--- src/rtl/core/nfcp_pkg.sv ---
// ----------------------------------------------------------------------------
// nfcp_pkg
// Shared types and codes for the NFC response frame parser.
// ----------------------------------------------------------------------------
package nfcp_pkg;

  // Input kinds carried on the slave-side tuser
  localparam logic CMD_BEGIN = 1'b0;
  localparam logic CMD_BYTE  = 1'b1;

  // Parser phase codes
  localparam logic [3:0] PH_IDLE = 4'd0;
  localparam logic [3:0] PH_PRE  = 4'd1;
  localparam logic [3:0] PH_SC1  = 4'd2;
  localparam logic [3:0] PH_SC2  = 4'd3;
  localparam logic [3:0] PH_LEN  = 4'd4;
  localparam logic [3:0] PH_LCS  = 4'd5;
  localparam logic [3:0] PH_TFI  = 4'd6;
  localparam logic [3:0] PH_CODE = 4'd7;
  localparam logic [3:0] PH_DATA = 4'd8;
  localparam logic [3:0] PH_DCS  = 4'd9;
  localparam logic [3:0] PH_POST = 4'd10;
  localparam logic [3:0] PH_DROP = 4'd11;

  // Frame status codes
  localparam logic [2:0] ST_OK      = 3'd0;
  localparam logic [2:0] ST_FRAME   = 3'd1;
  localparam logic [2:0] ST_NODATA  = 3'd2;
  localparam logic [2:0] ST_LCS     = 3'd3;
  localparam logic [2:0] ST_NOSPACE = 3'd4;
  localparam logic [2:0] ST_DCS     = 3'd5;

  // Fixed frame bytes
  localparam logic [7:0] PREAMBLE    = 8'h00;
  localparam logic [7:0] START_CODE0 = 8'h00;
  localparam logic [7:0] START_CODE1 = 8'hFF;

  // Reset value of the expected frame identifier
  localparam logic [7:0] FRAME_ID_RESET = 8'hD5;

  // Stream widths
  localparam int unsigned IN_DATA_W  = 24;
  localparam int unsigned OUT_DATA_W = 24;

  // One result beat
  typedef struct packed {
    logic       is_status;
    logic [7:0] data_byte;
    logic [2:0] status;
    logic [7:0] byte_count;
    logic       last;
  } res_t;

endpackage

--- src/rtl/core/nfcp_core.sv ---
// ----------------------------------------------------------------------------
// nfcp_core
// Frame state registers and the single-pass check of one input beat.
// ----------------------------------------------------------------------------
module nfcp_core (
  input  logic                clk,
  input  logic                rst,
  input  logic                cfg_we,
  input  logic [7:0]          cfg_wdata,
  input  logic                in_accept,
  input  logic                cmd,
  input  logic [7:0]          command_code,
  input  logic [7:0]          capacity,
  input  logic [7:0]          rx_byte,
  output logic                res_valid,
  output nfcp_pkg::res_t      res
);

  logic [3:0] phase, phase_next;
  logic [7:0] remaining, remaining_next;
  logic [7:0] running_sum, running_sum_next;
  logic [7:0] expected_code, expected_code_next;
  logic [7:0] buffer_size, buffer_size_next;
  logic [7:0] payload_len, payload_len_next;
  logic [2:0] pending_status, pending_status_next;
  logic [7:0] frame_id;

  logic [7:0] plen;
  logic [7:0] rem_dec;
  logic [7:0] sum_add;
  logic       emit;
  logic [2:0] emit_st;

  assign plen    = remaining - 8'd2;
  assign rem_dec = remaining - 8'd1;
  assign sum_add = running_sum + rx_byte;

  // Hold the frame identifier register
  always_ff @(posedge clk) begin
    if (rst) begin
      frame_id <= nfcp_pkg::FRAME_ID_RESET;
    end else if (cfg_we) begin
      frame_id <= cfg_wdata;
    end
  end

  // Work out the next state and the result of one beat
  always_comb begin
    phase_next          = phase;
    remaining_next      = remaining;
    running_sum_next    = running_sum;
    expected_code_next  = expected_code;
    buffer_size_next    = buffer_size;
    payload_len_next    = payload_len;
    pending_status_next = pending_status;
    emit                = 1'b0;
    emit_st             = nfcp_pkg::ST_OK;
    res_valid           = 1'b0;
    res                 = '0;

    if (cmd == nfcp_pkg::CMD_BEGIN) begin
      expected_code_next  = command_code;
      buffer_size_next    = capacity;
      remaining_next      = 8'd0;
      running_sum_next    = 8'd0;
      payload_len_next    = 8'd0;
      pending_status_next = nfcp_pkg::ST_OK;
      phase_next          = nfcp_pkg::PH_PRE;
    end else begin
      case (phase)
        nfcp_pkg::PH_PRE: begin
          if (rx_byte != nfcp_pkg::PREAMBLE) begin
            emit = 1'b1; emit_st = nfcp_pkg::ST_FRAME;
          end else phase_next = nfcp_pkg::PH_SC1;
        end
        nfcp_pkg::PH_SC1: begin
          if (rx_byte != nfcp_pkg::START_CODE0) begin
            emit = 1'b1; emit_st = nfcp_pkg::ST_FRAME;
          end else phase_next = nfcp_pkg::PH_SC2;
        end
        nfcp_pkg::PH_SC2: begin
          if (rx_byte != nfcp_pkg::START_CODE1) begin
            emit = 1'b1; emit_st = nfcp_pkg::ST_FRAME;
          end else phase_next = nfcp_pkg::PH_LEN;
        end
        nfcp_pkg::PH_LEN: begin
          if (rx_byte == 8'd0) begin
            emit = 1'b1; emit_st = nfcp_pkg::ST_NODATA;
          end else begin
            remaining_next = rx_byte;
            phase_next     = nfcp_pkg::PH_LCS;
          end
        end
        nfcp_pkg::PH_LCS: begin
          if (8'(remaining + rx_byte) != 8'd0) begin
            emit = 1'b1; emit_st = nfcp_pkg::ST_LCS;
          end else phase_next = nfcp_pkg::PH_TFI;
        end
        nfcp_pkg::PH_TFI: begin
          if (rx_byte != frame_id) begin
            emit = 1'b1; emit_st = nfcp_pkg::ST_FRAME;
          end else begin
            running_sum_next = rx_byte;
            phase_next       = nfcp_pkg::PH_CODE;
          end
        end
        nfcp_pkg::PH_CODE: begin
          if ((rx_byte != 8'(expected_code + 8'd1)) || (remaining < 8'd2)) begin
            emit = 1'b1; emit_st = nfcp_pkg::ST_FRAME;
          end else begin
            running_sum_next = sum_add;
            payload_len_next = plen;
            if (plen > buffer_size) begin
              // Drop payload, DCS and postamble
              pending_status_next = nfcp_pkg::ST_NOSPACE;
              phase_next          = nfcp_pkg::PH_DROP;
            end else begin
              remaining_next = plen;
              phase_next     = (plen == 8'd0) ? nfcp_pkg::PH_DCS : nfcp_pkg::PH_DATA;
            end
          end
        end
        nfcp_pkg::PH_DATA: begin
          running_sum_next = sum_add;
          remaining_next   = rem_dec;
          if (rem_dec == 8'd0) phase_next = nfcp_pkg::PH_DCS;
          res_valid     = 1'b1;
          res.data_byte = rx_byte;
        end
        nfcp_pkg::PH_DCS: begin
          if (sum_add != 8'd0) begin
            emit = 1'b1; emit_st = nfcp_pkg::ST_DCS;
          end else phase_next = nfcp_pkg::PH_POST;
        end
        nfcp_pkg::PH_POST: begin
          emit = 1'b1; emit_st = nfcp_pkg::ST_OK;
        end
        nfcp_pkg::PH_DROP: begin
          remaining_next = rem_dec;
          if (rem_dec == 8'd0) begin
            emit = 1'b1; emit_st = pending_status;
          end
        end
        default: begin
          // Bytes while idle are ignored
          phase_next = nfcp_pkg::PH_IDLE;
        end
      endcase

      // Close the frame with its status beat
      if (emit) begin
        res_valid      = 1'b1;
        res.is_status  = 1'b1;
        res.status     = emit_st;
        res.byte_count = (emit_st == nfcp_pkg::ST_OK) ? payload_len : 8'd0;
        res.last       = 1'b1;
        phase_next     = nfcp_pkg::PH_IDLE;
      end
    end
  end

  // Advance the frame state on an accepted beat
  always_ff @(posedge clk) begin
    if (rst) begin
      phase          <= nfcp_pkg::PH_IDLE;
      remaining      <= 8'd0;
      running_sum    <= 8'd0;
      expected_code  <= 8'd0;
      buffer_size    <= 8'd0;
      payload_len    <= 8'd0;
      pending_status <= nfcp_pkg::ST_OK;
    end else if (in_accept) begin
      phase          <= phase_next;
      remaining      <= remaining_next;
      running_sum    <= running_sum_next;
      expected_code  <= expected_code_next;
      buffer_size    <= buffer_size_next;
      payload_len    <= payload_len_next;
      pending_status <= pending_status_next;
    end
  end

  // A status beat always returns the parser to idle
  a_status_idle: assert property (@(posedge clk) disable iff (rst)
    (in_accept && res_valid && res.is_status) |=> (phase == nfcp_pkg::PH_IDLE))
    else $error("parser not idle after status beat");

  // Payload beats only come out of the data phase
  a_data_phase: assert property (@(posedge clk) disable iff (rst)
    (res_valid && !res.is_status) |-> (phase == nfcp_pkg::PH_DATA && remaining != 8'd0))
    else $error("payload beat outside data phase");

  // Only a status beat closes a frame
  a_last_on_status: assert property (@(posedge clk) disable iff (rst)
    res_valid |-> (res.last == res.is_status))
    else $error("last flag does not match status beat");

endmodule

--- src/rtl/core/nfcp_out_buf.sv ---
// ----------------------------------------------------------------------------
// nfcp_out_buf
// Two-entry result buffer that parts the parser from the master side.
// ----------------------------------------------------------------------------
module nfcp_out_buf (
  input  logic           clk,
  input  logic           rst,
  input  logic           push,
  input  nfcp_pkg::res_t push_data,
  output logic           has_room,
  output logic           out_valid,
  input  logic           out_ready,
  output nfcp_pkg::res_t out_data
);

  logic [1:0]     count, count_next;
  nfcp_pkg::res_t slot0;
  nfcp_pkg::res_t slot1;
  logic           pop;

  assign pop       = out_valid && out_ready;
  assign out_valid = (count != 2'd0);
  assign out_data  = slot0;
  assign has_room  = (count != 2'd2);

  // Track fill level
  always_comb begin
    count_next = count;
    if (push && !pop) count_next = count + 2'd1;
    else if (!push && pop) count_next = count - 2'd1;
  end

  always_ff @(posedge clk) begin
    if (rst) begin
      count <= 2'd0;
    end else begin
      count <= count_next;
    end
  end

  // Shift or load the slots
  always_ff @(posedge clk) begin
    if (pop) begin
      if (count == 2'd2) slot0 <= slot1;
      else if (push) slot0 <= push_data;
    end else if (push) begin
      if (count == 2'd0) slot0 <= push_data;
      else slot1 <= push_data;
    end
  end

  a_count_range: assert property (@(posedge clk) disable iff (rst)
    count != 2'd3)
    else $error("result buffer count out of range");

  a_no_overflow: assert property (@(posedge clk) disable iff (rst)
    !(push && count == 2'd2))
    else $error("result buffer overflow");

  a_pop_drains: assert property (@(posedge clk) disable iff (rst)
    (pop && !push) |=> (count == $past(count) - 2'd1))
    else $error("result buffer count did not drop on pop");

endmodule

--- src/rtl/core/nfc_response_frame_parser.sv ---
// ----------------------------------------------------------------------------
// nfc_response_frame_parser
// Checks a controller-to-host information frame one byte per beat.
// ----------------------------------------------------------------------------
// Each input beat is checked combinationally: the frame check is a single pass of
// byte-wide logic from the frame state registers into a two-entry result
// buffer, so a new beat is accepted in every cycle while the master side
// keeps up, and s_tready drops only when both buffer entries are full.
// A begin beat (s_tuser 0) arms the block with the command code and the
// payload capacity; byte beats (s_tuser 1) carry frame bytes. Payload bytes
// come out with m_tuser 0; each frame closes with one status beat with
// m_tuser 1 and m_tlast 1. The frame identifier is written over cfg_we.
module nfc_response_frame_parser (
  input  logic                               clk,
  input  logic                               rst,
  input  logic                               cfg_we,
  input  logic [7:0]                         cfg_wdata,  // response_frame_id
  input  logic                               s_tvalid,
  output logic                               s_tready,
  // [7:0] command_code, [15:8] capacity, [23:16] rx_byte
  input  logic [nfcp_pkg::IN_DATA_W-1:0]     s_tdata,
  input  logic                               s_tuser,    // [0] cmd
  output logic                               m_tvalid,
  input  logic                               m_tready,
  // [7:0] data_byte, [10:8] status, [18:11] byte_count, [23:19] zero
  output logic [nfcp_pkg::OUT_DATA_W-1:0]    m_tdata,
  output logic                               m_tuser,    // [0] is_status
  output logic                               m_tlast
);

  logic           in_accept;
  logic           res_valid;
  nfcp_pkg::res_t res;
  nfcp_pkg::res_t out_res;
  logic           has_room;

  assign s_tready  = has_room;
  assign in_accept = s_tvalid && s_tready;

  // Check the accepted beat
  nfcp_core u_core (
    .clk          (clk),
    .rst          (rst),
    .cfg_we       (cfg_we),
    .cfg_wdata    (cfg_wdata),
    .in_accept    (in_accept),
    .cmd          (s_tuser),
    .command_code (s_tdata[7:0]),
    .capacity     (s_tdata[15:8]),
    .rx_byte      (s_tdata[23:16]),
    .res_valid    (res_valid),
    .res          (res)
  );

  // Hold results until the master side takes them
  nfcp_out_buf u_out_buf (
    .clk       (clk),
    .rst       (rst),
    .push      (in_accept && res_valid),
    .push_data (res),
    .has_room  (has_room),
    .out_valid (m_tvalid),
    .out_ready (m_tready),
    .out_data  (out_res)
  );

  // Pack the result beat
  assign m_tdata = {5'd0, out_res.byte_count, out_res.status, out_res.data_byte};
  assign m_tuser = out_res.is_status;
  assign m_tlast = out_res.last;

endmodule

--- config.mk ---
export PLATFORM = sky130hd
export DESIGN_NAME = nfc_response_frame_parser
export DESIGN_NICKNAME = d
export VERILOG_FILES = /design/src/rtl/core/nfcp_pkg.sv /design/src/rtl/core/nfcp_core.sv /design/src/rtl/core/nfcp_out_buf.sv /design/src/rtl/core/nfc_response_frame_parser.sv
export SDC_FILE = /design/constraint.sdc
export NUM_CORES = 1
export LEC_CHECK = 0
export ABC_AREA = 1
export BUFFER_PORTS_ARGS = -buffer_cell sky130_fd_sc_hd__buf_2
export CORE_UTILIZATION = 40
export DETAILED_ROUTE_END_ITERATION = 8
export PLACE_DENSITY_LB_ADDON = 0.3
export SKIP_LAST_GASP = 1
export SLEW_MARGIN = 20
export SYNTH_ARGS = -nofsm -noshare
export SYNTH_HDL_FRONTEND = slang
export SYNTH_SLANG_ARGS = --single-unit
--- constraint.sdc ---
create_clock -name clk -period 10.4 [get_ports clk]
set_input_delay 0 -clock clk [delete_from_list [all_inputs] [get_ports clk]]
set_output_delay 0 -clock clk [all_outputs]
set_load 0.01 [all_outputs]
==> qor.tcl <==
set qor(routed-via-count) 5702
set qor(timing.critical_path.cells) {ha_1, fa_1, nand3_1, nand3_1, nand2_1, nor2_1, nand2_1, nor2_1, nand2_1, nand2_2, nand2_1, nor2_2, nand2_2, nand2_4, nand2_1, nand2_1, ha_1, inv_1, nand2_1, a21oi_2}
set qor(rsz_0062_raised_after_global_routing) {false}
set qor(finalWeightedCongestion) 0.875
set qor(cp_data_required_time_ps) 10380
set qor(synth_compound_area_share_pct) 11.8
set qor(track_usage_pct) 20.4
set qor(synth_area_in_adders_pct) 6.61
set qor(r2r-start) {u_core.remaining[0]}
set qor(fp.dieArea_sq_um) 16200
set qor(power-per-cell-area_nw_per_um2) 197
set qor(drt-wirelength-per-cell_microns) 13.6
set qor(critical-path-top-cell-by-count) {nand2_1}
set qor(post_route_cells_drive_above_1_share_pct) 15.4
set qor(synth_top_area_share_pct) 19.1
set qor(tightest_slew_ps) 1040
set qor(worst-r2r-setup-slack_ps) 6720
set qor(post_synthesis_mux_area_share_pct) 0
set qor(synthCells) 862
set qor(seq_power_share_pct) 32.9
set qor(run_status) {complete, no violations}
set qor(antenna_found_initial) 0
set qor(power.share.combinational_pct) 43.2
set qor(min_delay_worst_endpoint) {u_core.frame_id[3]}
set qor(crit_path_max_fanout) 20
set qor(n_antenna_cell) 0
set qor(dp_hpwl_microns) 11400
set qor(worst_stage_delay_on_the_critical_path_ps) 740
set qor(first_pass_iters) 5
set qor(grt_overflow_total) 0
set qor(final.min_clock_period_ps) 3680
set qor(dieHeight_microns) 127
set qor(drt-total-wl_microns) 15700
set qor(r2r_end) {u_out_buf.out_data[18]}
set qor(finalCritPeriodShare_pct) 35.3
set qor(grt_start_max_net_pins) 36
set qor(final_hold_viol_count) 0
set qor(clock_latency_ps) 360
set qor(syn_area_per_cell_sq_um) 7.29
set qor(power.net_switching_uw) 617
set qor(fin_worst_skew_ps) 10.9
set qor(hold-worst-slack_ps) 5.27
set qor(avgViaCountPerCell) 4.93
set qor(netlist_area_sq_um) 6290
set qor(worstSetupEndpointType) {flop}
set qor(crit_type) {reg -> reg}
set qor(drc) 0
set qor(synth.area.top_cells) {edfxtp_1 (19%), dfxtp_1 (18%), nand2_1 (14%)}
set qor(critical_path_slowest_stage_cell) {a21oi_2}
set qor(io_pins) 66
set qor(fin_nets) 1010
set qor(maxSlewViolCount) 0
set qor(detailedRoute.firstIterationViolations) 337
set qor(switch_share_pct) 42.9
set qor(internal-power_uw) 822
set qor(grt_pass1_wl_microns) 25600
set qor(cts_tree) {yes}
set qor(synth_xor_area_share_pct) 3.76
set qor(combinational_family_with_the_most_area_after_synthesis) {simple AND/OR/NAND/NOR gates}
set qor(finalSetupViolCount) 0
set qor(cts-buffers-inserted) 9
set qor(clk_pin_slew_worst_setup_hold_paths_ps) 70
set qor(cts.sinks) 95
set qor(rows) 45
set qor(hold_class) {in -> reg}
set qor(initial_utilization_pct) 41.2
set qor(worst_slew_margin_rel_pct) 30.8
set qor(startpoint_type) {flop}
set qor(clk_root_buffer_cell) {clkbuf_16}
set qor(hold_start) {cfg_we}
set qor(number_of_global_route_vias_before_repair) 5217
set qor(num-fill-cells) 1501
set qor(ctsHtreeMaxLevel) 3
set qor(max_cap_viols) 0
set qor(yosys_register_bits) 95
set qor(fin_setup_tns_ps) 0
set qor(post-synth-top-area-cell) {edfxtp_1}
set qor(maximum_count_of_clock_buffers_along_a_single_path) 2
set qor(synth.lib_cells_used.distinct) 52
set qor(yosysWarningCount) 0
set qor(synth_simple_gate_area_share_pct) 32.2
set qor(die_w_microns) 127
set qor(max_clock_freq_mhz) 272
set qor(buffer_ports.inserted) 60
set qor(floorplan.core_area_sq_um) 15300
set qor(layout-area-overhead-vs-synth_pct) 16.4
set qor(ant_nets) 0
set qor(seq_area_frac_synth_pct) 36.6
set qor(min_delay_path_depth) 3
set qor(worst-r2r-cell-count) 20
set qor(arrival_ps) 3660
set qor(worst_ir_drop_vdd_mv) 0.131
set qor(share_clk_of_total_power_pct) 23.9
set qor(leakagePower_nw) 3.25
==> cells in the mapped netlist (all sizes together) <==
| library cell | n |
|---|---|
| nand3b | 6 |
| o31ai | 2 |
| dfxtp | 55 |
| o211ai | 7 |
| xnor2 | 15 |
| o21ai | 54 |
| nand4 | 22 |
| conb | 1 |
| fa | 2 |
| inv | 98 |
| or3 | 2 |
| edfxtp | 40 |
| a211o | 1 |
| nor3 | 4 |
| buf | 16 |
| a21boi | 1 |
| nor2 | 118 |
| nand3 | 44 |
| o22ai | 1 |
| nand2b | 1 |
| a2111oi | 1 |
| o21bai | 2 |
| a31oi | 1 |
| xor2 | 12 |
| a21oi | 58 |
| or2 | 2 |
| clkbuf | 12 |
| ha | 30 |
| clkinv | 3 |
| a211oi | 6 |
| nand2 | 245 |
==> placed cells by master (no fill, tap or decap), types with 15 or more instances in the layout <==
cell	instances
a21oi_1	56
buf_2	60
dfxtp_1	55
dlygate4sd3_1	29
edfxtp_1	40
ha_1	30
inv_1	83
nand2_1	228
nand3_1	40
nand4_1	21
nor2_1	96
nor2_2	15
o21ai_0	49
xnor2_1	15
==> stage by stage <==
stage | setup slack (ps) | utilization (%) | instance area (sq um) | std cells | total power [mW]
6_report | 6720 | 48.0 | 7320 | 1156 | 1.44
5_1_grt | 6430 | 48.0 | 7320 | 1156 | 1.55
4_1_cts | 6720 | 48.0 | 7320 | 1156 | 1.44
3_5_place_dp | 6710 | 44.0 | 6720 | 1111 | 1.09
3_3_place_gp | 6790 | 44.0 | 6720 | 1111 | 1.09
2_1_floorplan | 6820 | - | 6300 | 866 | 0.957
==> per-layer routing <==
metal / up-vias / track usage [%] / routed length [microns]
met5: - / 0 / 0
met4: 0 / 8.89 / 371
met3: 30 / 3.81 / 792
met2: 150 / 33.0 / 7110
met1: 2559 / 26.5 / 7420
li1: 2963 / - / -
==> how the worst max path moves through the flow <==
| stage | from | endpoint | slack, ps | cells past startpoint |
|---|---|---|---|---|
| 2_1_floorplan | u_core.running_sum[0] | u_out_buf.out_data[10] | 6820 | 20 |
| 3_3_place_gp | u_core.remaining[0] | u_out_buf.out_data[19] | 6790 | 20 |
| 3_5_place_dp | u_core.remaining[0] | u_out_buf.out_data[19] | 6710 | 20 |
| 4_1_cts | u_core.remaining[0] | u_out_buf.out_data[18] | 6720 | 20 |
| 5_1_grt | u_core.remaining[0] | u_out_buf.out_data[19] | 6430 | 20 |
| 6_report | u_core.remaining[0] | u_out_buf.out_data[18] | 6720 | 20 |
==> critical path: cells and delay by family, from the launching register on <==
family          cells  cell delay (ps)
simple gates       15             1170
fa+ha+maj           3              960
compound gates      1              740
flops               1              380
buf+inv             1               50
==> what timing repair did <==
action | CTS | global route
hold buffers | 29 | 0
setup buffers | 0 | 0
setup endpoints to repair | 0 | 0
endpoints found under the hold margin | 24 | 0
gates resized for setup | 0 | 0
==> logic make-up after synthesis <==
logic type / Yosys count
AOI/OAI and AO/OA: 134
xor gates and xnor gates: 27
adders and majority gates: 32
buffers and inverters: 129
DFF: 95
other: 1
and+or+nand+nor: 444
==> final cells by class <==
type                            instances  area, sq um  area share, %
Sequential cell                        95         2300           31.5
Inverter                              101          394           5.39
Timing Repair Buffer                   91          606           8.27
Tap cell                              211          264           3.61
Clock inverter                          7         83.8           1.15
Clock buffer                            9          225           3.08
Multi-Input combinational cell        642         3440           47.1
==> registers in the layout, indices dropped and copies added (netlist names) <==
signal and cells:
u_core.pending_status 1, u_core.remaining 8, u_core.buffer_size 8, u_out_buf.out_data 20
u_core.expected_code 8, u_out_buf.count 2, u_core.frame_id 8, u_out_buf.slot1 20
u_core.running_sum 8, u_core.payload_len 8, u_core.phase 4
==> power groups by stage <==
stage | clock network [mW] | registers (mW) | logic, mW
after floorplan | 0 | 0.476 | 0.481
after global routing | 0.365 | 0.479 | 0.705
after detailed placement | 0 | 0.482 | 0.611
after CTS | 0.350 | 0.473 | 0.620
final | 0.344 | 0.474 | 0.621
after global placement | 0 | 0.481 | 0.608
Note: power is estimated with default switching activity, not from simulation.
